<file path="src/sv/nonpreemptive_priority_scheduler_macros.svh">
// Assertion macros for the non-preemptive priority scheduler.
// Used by the top level; expects clk and arst_n in scope.
`ifndef NONPREEMPTIVE_PRIORITY_SCHEDULER_MACROS_SVH
`define NONPREEMPTIVE_PRIORITY_SCHEDULER_MACROS_SVH

// The property must hold in the same cycle as its trigger.
`define NPS_ASSERT_NOW(label, ante, cons, msg) \
	label: assert property (@(posedge clk) disable iff (!arst_n) (ante) |-> (cons)) \
		else $error(msg);

// The property must hold in the cycle after its trigger.
`define NPS_ASSERT_NEXT(label, ante, cons, msg) \
	label: assert property (@(posedge clk) disable iff (!arst_n) (ante) |=> (cons)) \
		else $error(msg);

`endif

</file>
<file path="src/sv/nps_pkg.sv">
// Shared types, sizes and helpers for the non-preemptive priority scheduler.
// No dependencies.
`timescale 1ns / 1ps

package nps_pkg;
	localparam int MAX_JOBS = 16;
	localparam int IDX_W = (MAX_JOBS > 1) ? $clog2(MAX_JOBS) : 1;
	localparam int CNT_W = $clog2(MAX_JOBS + 1);
	localparam int TICK_W = 24;
	localparam int SUM_W = 28;

	typedef struct packed {
		logic             valid;
		logic             done;
		logic [IDX_W-1:0] idx;
		logic [15:0]      id;
		logic [15:0]      arr;
		logic [15:0]      burst;
		logic [7:0]       prio;
	} job_t;

	typedef struct packed {
		logic             found;
		logic [IDX_W-1:0] idx;
		logic [15:0]      id;
		logic [15:0]      arr;
		logic [15:0]      burst;
		logic [7:0]       prio;
		logic             pend;
		logic [15:0]      min_arr;
	} pick_t;

	function automatic logic [SUM_W-1:0] sat_add(input logic [SUM_W-1:0] a,
			input logic [TICK_W-1:0] b);
		logic [SUM_W:0] s;
		s = {1'b0, a} + {{(SUM_W + 1 - TICK_W){1'b0}}, b};
		return s[SUM_W] ? {SUM_W{1'b1}} : s[SUM_W-1:0];
	endfunction
endpackage

</file>
<file path="src/sv/nps_cell.sv">
// One job slot of the scheduler ring; takes its neighbor's job when enabled.
// Depends on nps_pkg.
`timescale 1ns / 1ps

module nps_cell (
	input  logic          clk,
	input  logic          arst_n,
	input  logic          en,
	input  logic          clr,
	input  nps_pkg::job_t d,
	output nps_pkg::job_t q
);
	import nps_pkg::*;

	logic valid_q;
	job_t data_q;

	always_ff @(posedge clk or negedge arst_n) begin
		if (!arst_n) begin
			valid_q <= 1'b0;
		end else if (clr) begin
			valid_q <= 1'b0;
		end else if (en) begin
			valid_q <= d.valid;
		end
	end

	always_ff @(posedge clk) begin
		if (en) begin
			data_q <= d;
		end
	end

	always_comb begin
		q = data_q;
		q.valid = valid_q;
	end
endmodule

</file>
<file path="src/sv/nps_pick.sv">
// Scan unit: looks at one job per cycle as the ring turns and keeps the best
// ready job and the earliest pending arrival. Depends on nps_pkg.
`timescale 1ns / 1ps

module nps_pick (
	input  logic                       clk,
	input  logic                       arst_n,
	input  logic                       en,
	input  logic                       first,
	input  nps_pkg::job_t              tap,
	input  logic [nps_pkg::TICK_W-1:0] tick,
	output nps_pkg::pick_t             best
);
	import nps_pkg::*;

	pick_t cur, nxt;
	logic  ready, pending, better;

	assign cur = first ? '0 : best;
	assign pending = tap.valid && !tap.done;
	assign ready = pending && ({{(TICK_W - 16){1'b0}}, tap.arr} <= tick);
	// Lower priority number wins, then earlier arrival, then earlier load.
	assign better = !cur.found || (tap.prio < cur.prio) ||
		(tap.prio == cur.prio && (tap.arr < cur.arr ||
		(tap.arr == cur.arr && tap.idx < cur.idx)));

	always_comb begin
		nxt = cur;
		if (ready && better) begin
			nxt.found = 1'b1;
			nxt.idx = tap.idx;
			nxt.id = tap.id;
			nxt.arr = tap.arr;
			nxt.burst = tap.burst;
			nxt.prio = tap.prio;
		end
		if (pending && (!cur.pend || tap.arr < cur.min_arr)) begin
			nxt.pend = 1'b1;
			nxt.min_arr = tap.arr;
		end
	end

	always_ff @(posedge clk or negedge arst_n) begin
		if (!arst_n) begin
			best <= '0;
		end else if (en) begin
			best <= nxt;
		end
	end
endmodule

</file>
<file path="src/sv/nonpreemptive_priority_scheduler.sv">
// Non-preemptive priority scheduler: a ring of job cells, a scan unit and the
// control that emits one record per job. Depends on nps_pkg, nps_cell, nps_pick.
//
//   channel | handshake            | direction | payload
//   in      | in_valid / in_ready  | input     | job_id .. final_job
//   out     | out_valid / out_ready| output    | job_id_res .. last_record
//
// Loading takes one job per cycle while no schedule runs. For each record the
// ring turns once past the scan unit, then the control decides; a decision
// with no ready job costs another pass after the tick jumps ahead.
// Reset empties the ring. A stalled output holds the decision state.
`timescale 1ns / 1ps
`include "nonpreemptive_priority_scheduler_macros.svh"

module nonpreemptive_priority_scheduler (
	input  logic        clk,
	input  logic        arst_n,
	input  logic        in_valid,
	output logic        in_ready,
	input  logic [15:0] job_id,
	input  logic [15:0] arrival_time,
	input  logic [15:0] burst_length,
	input  logic [7:0]  priority_level,
	input  logic        final_job,
	output logic        out_valid,
	input  logic        out_ready,
	output logic [15:0] job_id_res,
	output logic [23:0] start_time,
	output logic [23:0] finish_time,
	output logic [23:0] wait_time,
	output logic [23:0] turnaround,
	output logic [23:0] response,
	output logic [27:0] sum_wait,
	output logic [27:0] sum_turnaround,
	output logic [27:0] sum_response,
	output logic [6:0]  job_count,
	output logic        last_record
);
	import nps_pkg::*;

	typedef enum logic [1:0] {ST_LOAD, ST_SCAN, ST_DECIDE} state_t;

	state_t            state_q;
	logic [CNT_W-1:0]  count_q, n_q, k_q, k_next;
	logic [IDX_W-1:0]  cnt_q, mark_idx_q;
	logic              mark_v_q;
	logic [TICK_W-1:0] tick_q, finish, resp, turn;
	logic [SUM_W-1:0]  sw_q, st_q, sr_q;
	job_t              ring [MAX_JOBS];
	job_t              tap, head_d;
	pick_t             best;
	logic              load_shift, ring_en, out_free, commit, batch_done;

	assign in_ready = (state_q == ST_LOAD);
	assign load_shift = in_valid && in_ready && (count_q < CNT_W'(MAX_JOBS));
	assign ring_en = load_shift || (state_q == ST_SCAN);

	// The last decided job is marked done as it passes the scan point.
	always_comb begin
		tap = ring[MAX_JOBS-1];
		if (mark_v_q && tap.idx == mark_idx_q) begin
			tap.done = 1'b1;
		end
		if (state_q == ST_LOAD) begin
			head_d.valid = 1'b1;
			head_d.done = 1'b0;
			head_d.idx = count_q[IDX_W-1:0];
			head_d.id = job_id;
			head_d.arr = arrival_time;
			head_d.burst = burst_length;
			head_d.prio = priority_level;
		end else begin
			head_d = tap;
		end
	end

	assign out_free = !out_valid || out_ready;
	assign commit = (state_q == ST_DECIDE) && best.found && out_free;
	assign k_next = k_q + 1'b1;
	assign batch_done = commit && (k_next == n_q);

	genvar g;
	generate
		for (g = 0; g < MAX_JOBS; g++) begin : g_cell
			nps_cell u_cell (
				.clk    (clk),
				.arst_n (arst_n),
				.en     (ring_en),
				.clr    (batch_done),
				.d      ((g == 0) ? head_d : ring[(g == 0) ? 0 : g - 1]),
				.q      (ring[g])
			);
		end
	endgenerate

	nps_pick u_pick (
		.clk    (clk),
		.arst_n (arst_n),
		.en     (state_q == ST_SCAN),
		.first  (cnt_q == '0),
		.tap    (tap),
		.tick   (tick_q),
		.best   (best)
	);

	assign finish = tick_q + {{(TICK_W - 16){1'b0}}, best.burst};
	assign resp = tick_q - {{(TICK_W - 16){1'b0}}, best.arr};
	assign turn = finish - {{(TICK_W - 16){1'b0}}, best.arr};

	always_ff @(posedge clk or negedge arst_n) begin
		if (!arst_n) begin
			state_q <= ST_LOAD;
			count_q <= '0;
			n_q <= '0;
			k_q <= '0;
			cnt_q <= '0;
			mark_v_q <= 1'b0;
			mark_idx_q <= '0;
			tick_q <= '0;
			sw_q <= '0;
			st_q <= '0;
			sr_q <= '0;
			out_valid <= 1'b0;
		end else begin
			if (commit) begin
				out_valid <= 1'b1;
			end else if (out_ready) begin
				out_valid <= 1'b0;
			end
			unique case (state_q)
				ST_LOAD: begin
					if (load_shift) begin
						count_q <= count_q + 1'b1;
					end
					if (in_valid && final_job) begin
						n_q <= load_shift ? count_q + 1'b1 : count_q;
						k_q <= '0;
						cnt_q <= '0;
						mark_v_q <= 1'b0;
						tick_q <= '0;
						sw_q <= '0;
						st_q <= '0;
						sr_q <= '0;
						state_q <= ST_SCAN;
					end
				end
				ST_SCAN: begin
					if (cnt_q == IDX_W'(MAX_JOBS - 1)) begin
						cnt_q <= '0;
						state_q <= ST_DECIDE;
					end else begin
						cnt_q <= cnt_q + 1'b1;
					end
				end
				ST_DECIDE: begin
					if (!best.found) begin
						tick_q <= {{(TICK_W - 16){1'b0}}, best.min_arr};
						state_q <= ST_SCAN;
					end else if (commit) begin
						job_id_res <= best.id;
						start_time <= tick_q;
						finish_time <= finish;
						wait_time <= resp;
						turnaround <= turn;
						response <= resp;
						sum_wait <= sat_add(sw_q, resp);
						sum_turnaround <= sat_add(st_q, turn);
						sum_response <= sat_add(sr_q, resp);
						job_count <= 7'(k_next);
						last_record <= batch_done;
						sw_q <= sat_add(sw_q, resp);
						st_q <= sat_add(st_q, turn);
						sr_q <= sat_add(sr_q, resp);
						tick_q <= finish;
						mark_v_q <= 1'b1;
						mark_idx_q <= best.idx;
						k_q <= k_next;
						if (batch_done) begin
							count_q <= '0;
							state_q <= ST_LOAD;
						end else begin
							state_q <= ST_SCAN;
						end
					end
				end
				default: state_q <= ST_LOAD;
			endcase
		end
	end

	`NPS_ASSERT_NEXT(a_final_starts, in_valid && in_ready && final_job, !in_ready, "final job did not start a schedule")
	`NPS_ASSERT_NOW(a_count_nonzero, out_valid, job_count != 7'd0, "record carries zero job count")
	`NPS_ASSERT_NEXT(a_out_hold, out_valid && !out_ready, out_valid && $stable(job_id_res) && $stable(job_count), "record changed while stalled")
endmodule

</file>
<file path="config.mk">
export PLATFORM = sky130hd
export DESIGN_NAME = nonpreemptive_priority_scheduler
export DESIGN_NICKNAME = d
export VERILOG_FILES = /design/src/sv/nps_pkg.sv /design/src/sv/nps_cell.sv /design/src/sv/nps_pick.sv /design/src/sv/nonpreemptive_priority_scheduler.sv
export VERILOG_INCLUDE_DIRS = /design/src /design/src/sv
export SDC_FILE = /design/constraint.sdc
export NUM_CORES = 1
export LEC_CHECK = 0
export ABC_AREA = 1
export BUFFER_PORTS_ARGS = -buffer_cell sky130_fd_sc_hd__buf_2
export CAP_MARGIN = 20
export CELL_PAD_IN_SITES_DETAIL_PLACEMENT = 1
export CELL_PAD_IN_SITES_GLOBAL_PLACEMENT = 1
export CORE_ASPECT_RATIO = 1.75
export CORE_MARGIN = 2
export CORE_UTILIZATION = 53
export CTS_BUF_LIST = sky130_fd_sc_hd__clkbuf_4 sky130_fd_sc_hd__clkbuf_8
export DETAILED_ROUTE_END_ITERATION = 12
export PLACE_DENSITY_LB_ADDON = 0.15
export SLEW_MARGIN = 20
export SYNTH_ARGS = -nofsm -noshare
export SYNTH_HDL_FRONTEND = slang
export SYNTH_SLANG_ARGS = --single-unit
</file>
<file path="constraint.sdc">
create_clock -name clk -period 17.16 [get_ports clk]
set_clock_uncertainty 0.2 [all_clocks]
set_input_delay 2.574 -clock clk [delete_from_list [all_inputs] [get_ports clk]]
set_output_delay 2.574 -clock clk [all_outputs]
set_load 0.02 [all_outputs]
</file>
Word level (Yosys, flattened, before mapping)
Cells that the tools add are included.
{"block": "totals", "ff_bits": 1407, "input_bits": 61, "word_cells": 287}
{"block": "op_classes", "add_sub_neg": 9, "order_cmp": 6, "eq_ne": 13, "n_mux": 78, "n_reduce_logical": 39}
{"cell": "$mux 28", "count": 10}
{"cell": "$pmux 28 s2", "count": 3}
{"cell": "$add 28x24->29", "count": 3}
{"cell": "$mux 78", "count": 1}
{"cell": "$mux 24", "count": 3}
{"cell": "$mux 62", "count": 1}
{"cell": "$mux 61", "count": 1}
{"cell": "$pmux 24 s2", "count": 1}
{"cell": "$sub 24x16->24", "count": 2}
{"cell": "$mux 1", "count": 39}
{"cell": "$mux 5", "count": 7}
{"cell": "$lt 16x16->1", "count": 2}
{"cell": "$add 24x16->24", "count": 1}
{"cell": "$le 16x24->1", "count": 1}
{"cell": "$pmux 5 s2", "count": 2}
{"cell": "$mux 17", "count": 1}
{"cell": "$eq 16x16->1", "count": 1}
{"cell": "$logic_and 1x1->1", "count": 13}
{"cell": "$reduce_and 4->1", "count": 3}
{"cell": "$add 5x1->5 const B", "count": 2}
{"cell": "$reduce_bool 2->1", "count": 5}
{"cell": "$reduce_and 3->1", "count": 3}
{"cell": "$eq 8x8->1", "count": 1}
{"cell": "$lt 8x8->1", "count": 1}
{"cell": "21 further kinds", "count": 38}

Longest topological paths before layout
{"block": "depth", "depth_word": 10, "depth_mapped": 34, "depth_no_buf": 33}

Cells and area by module
A second synthesis with hierarchy kept.
{"block": "hier_totals", "hier_cells": 4365, "area_unflattened_um2": 56326.5}
{"mod": "nps_cell", "n_inst": 16, "cells_each": 68, "area_per_inst_um2": 1884.3}
{"mod": "nonpreemptive_priority_scheduler", "n_inst": 1, "cells_each": 2539, "area_per_inst_um2": 20931.3}
{"mod": "nps_pick", "n_inst": 1, "cells_each": 738, "area_per_inst_um2": 5246.3}

Worst setup path before layout
OpenSTA, ideal clock, no wires.
{"block": "synth_path", "kind": "input to register", "start": "input in_valid", "end": "register g_cell[11].u_cell.valid_q", "setup_time_ns": 0.102, "arrival_ns": 15.494, "path_slack_ns": 1.364, "path_stages": 7, "cell_sequence": "nand3_1 > inv_1 > nor2_1 > inv_1 > buf_2 > a22oi_1 > inv_1"}
{"block": "synth_via", "elab_chain_len": 4}
{"element": "start: declaration", "line": "nonpreemptive_priority_scheduler.sv:18", "source": "input logic in_valid,"}
{"element": "$logic_and 1x1->1 (2 in series)", "line": "nonpreemptive_priority_scheduler.sv:55", "source": "assign load_shift = in_valid && in_ready && (count_q < CNT_W'(MAX_JOBS));"}
{"element": "$logic_or 1x1->1", "line": "nonpreemptive_priority_scheduler.sv:56", "source": "assign ring_en = load_shift || (state_q == ST_SCAN);"}
{"element": "via g_cell[0].u_cell.en", "line": "nps_cell.sv:8", "source": "input logic en,"}
{"element": "$reduce_bool 2->1 (no source line)"}
{"element": "end signal: assignment", "line": "nps_cell.sv:24", "source": "valid_q <= d.valid;"}
{"element": "end: declaration", "line": "nps_cell.sv:15", "source": "logic valid_q;"}
The timed path passes the listed nets, and every way through them passes these cells.
A chain may end at the register's enable or synchronous reset.

Final worst setup path
{"block": "layout_path", "start": "register tick_q[1]", "end": "register sum_turnaround[19] (data pin)"}
{"block": "layout_via", "elab_chain_len": 4}
{"element": "start: declaration", "line": "nonpreemptive_priority_scheduler.sv:47", "source": "logic [TICK_W-1:0] tick_q, finish, resp, turn;"}
{"element": "start signal: assignment", "line": "nonpreemptive_priority_scheduler.sv:157", "source": "tick_q <= {{(TICK_W - 16){1'b0}}, best.min_arr};"}
{"element": "start signal: assignment", "line": "nonpreemptive_priority_scheduler.sv:174", "source": "tick_q <= finish;"}
{"element": "$add 24x16->24", "line": "nonpreemptive_priority_scheduler.sv:106", "source": "assign finish = tick_q + {{(TICK_W - 16){1'b0}}, best.burst};"}
{"element": "via finish[6]", "line": "nonpreemptive_priority_scheduler.sv:47"}
{"element": "$sub 24x16->24", "line": "nonpreemptive_priority_scheduler.sv:108", "source": "assign turn = finish - {{(TICK_W - 16){1'b0}}, best.arr};"}
{"element": "via turn[17]", "line": "nonpreemptive_priority_scheduler.sv:47"}
{"element": "$add 28x24->29", "line": "nps_pkg.sv:36", "source": "s = {1'b0, a} + {{(SUM_W + 1 - TICK_W){1'b0}}, b};"}
{"element": "$mux 28", "line": "nps_pkg.sv:37", "source": "return s[SUM_W] ? {SUM_W{1'b1}} : s[SUM_W-1:0];"}
{"element": "end signal: assignment", "line": "nonpreemptive_priority_scheduler.sv:167", "source": "sum_turnaround <= sat_add(st_q, turn);"}
{"element": "end: declaration", "line": "nonpreemptive_priority_scheduler.sv:34", "source": "output logic [27:0] sum_turnaround,"}
The timed path passes the listed nets, and every way through them passes these cells.

==> out/results.ini <==
[critical_path]
arrival_ns=7.12
cp_max_fo=27
endpoint_kind=flop
startpoint_type=flop
critPathRequiredTime_ns=17.55
critical_path_class=reg -> reg

[die]
std_cell_rows=157
die_x_um=249
pin_count=291
core_area_um2=105000
die-height_um=433
floorplan.initialDensity_pct=53.4
die_area_um2=108000

[sta]
setup_violations=0
fmax_mhz=149
rsz0062_at_grt=false
slew_viol_final=0
worst_slew_pin_slew_ns=1.11
finalCritPeriodShare_pct=39.2
fin_tns_setup_ns=0
hold_viol=0
relSlewSlack_pct=26.3
period_minus_slack_ns=6.73

[global_routing]
overflow=0
grt_pass1_vias=35900
grt_max_degree=226
track_usage_pct=26.8
grt_pass1_wl_um=214000
antenna_found_initial=10

[clock_network]
htree_levels=4
cts_buffers=185
clkSinkCount=1407
insertion_delay_ns=0.91
cts_hold_buf=0
post-cts-setup-buffer-count=0
cts-root-buf=clkbuf_8
cts_resized=0
clkTransAtPathRegs_ns=0.07
clk_path_buf_depth=3
cts_tree=built

[routing]
routed_wl_um=141000
via_per_inst=5.44
dr.pass1.iters=5
antenna_left=0
num_vias=33300
drt_iter0_drc=2035
post_drt_wl_per_cell_um=23.1
route.detailed.drc=0

[logic_synthesis]
synth.yosys.warnings=0
synth-main-ff-cell=edfxtp_1
synthDistinctLibCells=52
ys_ff_latch=1407
synthArstFlopShare_pct=16.3
synthesis.area_per_instance_um2=13.3
syn-cell-area_um2=55800
postSynthCellCount=4191
yosysSeqAreaShare_pct=73.6
synth_edf_count=1178

[run]
cap_violations=0

[final_layout]
nFillCells=10400
register_area_um2=41100
drive_gt1_share_pct=15.8
syn_to_final_growth_pct=12.7
layout.nets=4839
multi_input_area_um2=12600

[placed_design]
gp_congestion=0.949
hpwlAfterDp_um=99200
io_buffers=288

[status]
status=completed

[hold_path]
holdCritPathClass=reg -> reg

## layout make-up
class | instances | share of cell area (%)
antenna | 9 | 0.0358
clock buffer | 241 | 4.90
clock inverter | 108 | 1.85
inverter | 394 | 2.37
multi-input combinational | 2287 | 20.1
sequential | 1407 | 65.3
tap | 1351 | 2.69
timing repair buffer | 313 | 2.74
## synthesized netlist by cell type (all sizes together), types with 2 or more instances
master     n  area, um2
nor2     209        811
or2        6       37.5
fa         6        120
a21o      11       82.6
o21bai    15        113
inv      393       1480
o21a       6       45.0
xor2      51        447
nand3b    14        105
a31o       6       52.6
nand2    939       3540
a21oi    190        966
o211ai     2       15.0
nor3      29        161
nand4     37        231
o31ai      2       15.0
ha       184       2300
edfxtp  1178      35400
buf       63        458
nand3    223       1320
a21boi     7       52.6
clkbuf    41        154
a22oi     25        188
nor4       3       18.8
xnor2     49        429
a31oi      3       18.8
dfrtp    229       5730
o21ai    242       1370
o22ai     20        125
a211oi     2       15.0
## cell usage in the layout, fill, tap and decap left out, drive strengths merged, types with 7 or more instances in the layout
master	Yosys	final
o21ai	242	242
xnor2	49	49
nand2	939	939
inv	393	406
clkbuf	41	241
xor2	51	51
nand4	37	37
ha	184	184
diode	0	9
buf	63	313
nor3	29	29
nand3b	14	14
edfxtp	1178	1178
nand3	223	223
a22oi	25	25
dfrtp	229	229
clkinv	1	73
a21o	11	11
o21bai	15	15
nor2	209	209
o22ai	20	20
a21boi	7	7
a21oi	190	190
bufinv	0	20
## layer usage
| metal | vias up | track usage (%) | part of all wire [%] |
|---|---|---|---|
| li1 | 15400 | - | - |
| met1 | 16600 | 30.8 | 38 |
| met2 | 862 | 48.0 | 53 |
| met3 | 297 | 4.40 | 4.0 |
| met4 | 6 | 14.2 | 5.4 |
| met5 | - | 0 | 0.027 |
## flip-flops by register name, indices dropped and copies added, names as in the netlist, 5 cells and up
register / count
sum_wait: 28
tick_q: 24
k_q: 5
turnaround: 24
response: 24
n_q: 5
sum_response: 28
sr_q: 28
count_q: 5
st_q: 28
g_cell.u_cell.valid_q: 16
u_pick.best: 78
job_id_res: 16
g_cell.u_cell.q: 976
job_count: 5
finish_time: 24
sw_q: 28
start_time: 24
sum_turnaround: 28
## worst max-delay path: stages (launching register included)
cell and delay (ns):
dfrtp_1 0.50, inv_1 0.15, fa_1 0.48, nand3b_1 0.18
nand2_1 0.13, nand2_1 0.07, nand2_1 0.22, xor2_1 0.81
ha_1 0.45, a21oi_1 0.19, o21ai_0 0.11, a21oi_1 0.14
o21ai_0 0.16, nand3_1 0.15, nand2_1 0.11, xor2_1 0.46
ha_1 0.36, a21o_1 0.21, nand2_1 0.06, nand2_1 0.05
a21oi_1 0.12, nand3_1 0.15, a21o_1 0.22, nand2_2 0.47
o21ai_0 0.27
## kinds of logic (layout without fill, tap and decap cells)
logic type               Yosys count  after routing  synth area share, %
buffers and inverters            498           1056                 3.75
flip-flops                      1407           1407                 73.6
adder cells (fa/ha/maj)          190            190                 4.34
other                              1             11              0.00672
XOR/XNOR                         100            100                 1.57
AND/OR/NAND/NOR                 1462           1462                 11.2
AO/OA/AOI/OAI                    533            533                 5.50
## worst paths after layout
path                                              from                 endpoint  slack (ns)  cells after the start
worst max-delay path                         tick_q[1]       sum_turnaround[19]       10.43                     24
min in group asynchronous                       arst_n                 sw_q[10]        1.39                      1
worst min-delay path            g_cell[9].u_cell.q[52]  g_cell[10].u_cell.q[52]        0.19                      0
max in group asynchronous                       arst_n          u_pick.best[76]       13.49                      3
worst min register to register  g_cell[9].u_cell.q[52]  g_cell[10].u_cell.q[52]        0.19                      0
worst max register to register               tick_q[1]       sum_turnaround[19]       10.43                     24
## through the flow
step	worst slack, ns	cell area, um2	hold WS, ns	std cells	util [%]
6_report	10.43	62900	0.190	6110	60.2
5_1_grt	9.93	62900	0.196	6105	60.2
4_1_cts	10.42	62900	0.192	6100	60.2
3_5_place_dp	10.14	58600	0.205	5751	56.1
3_3_place_gp	10.30	58600	0.200	5751	56.1
2_1_floorplan	1.36	55800	0.200	4192	-
Power is not shown: default switching activity piles up to over one toggle a cycle in this logic, so the estimate is an artifact.
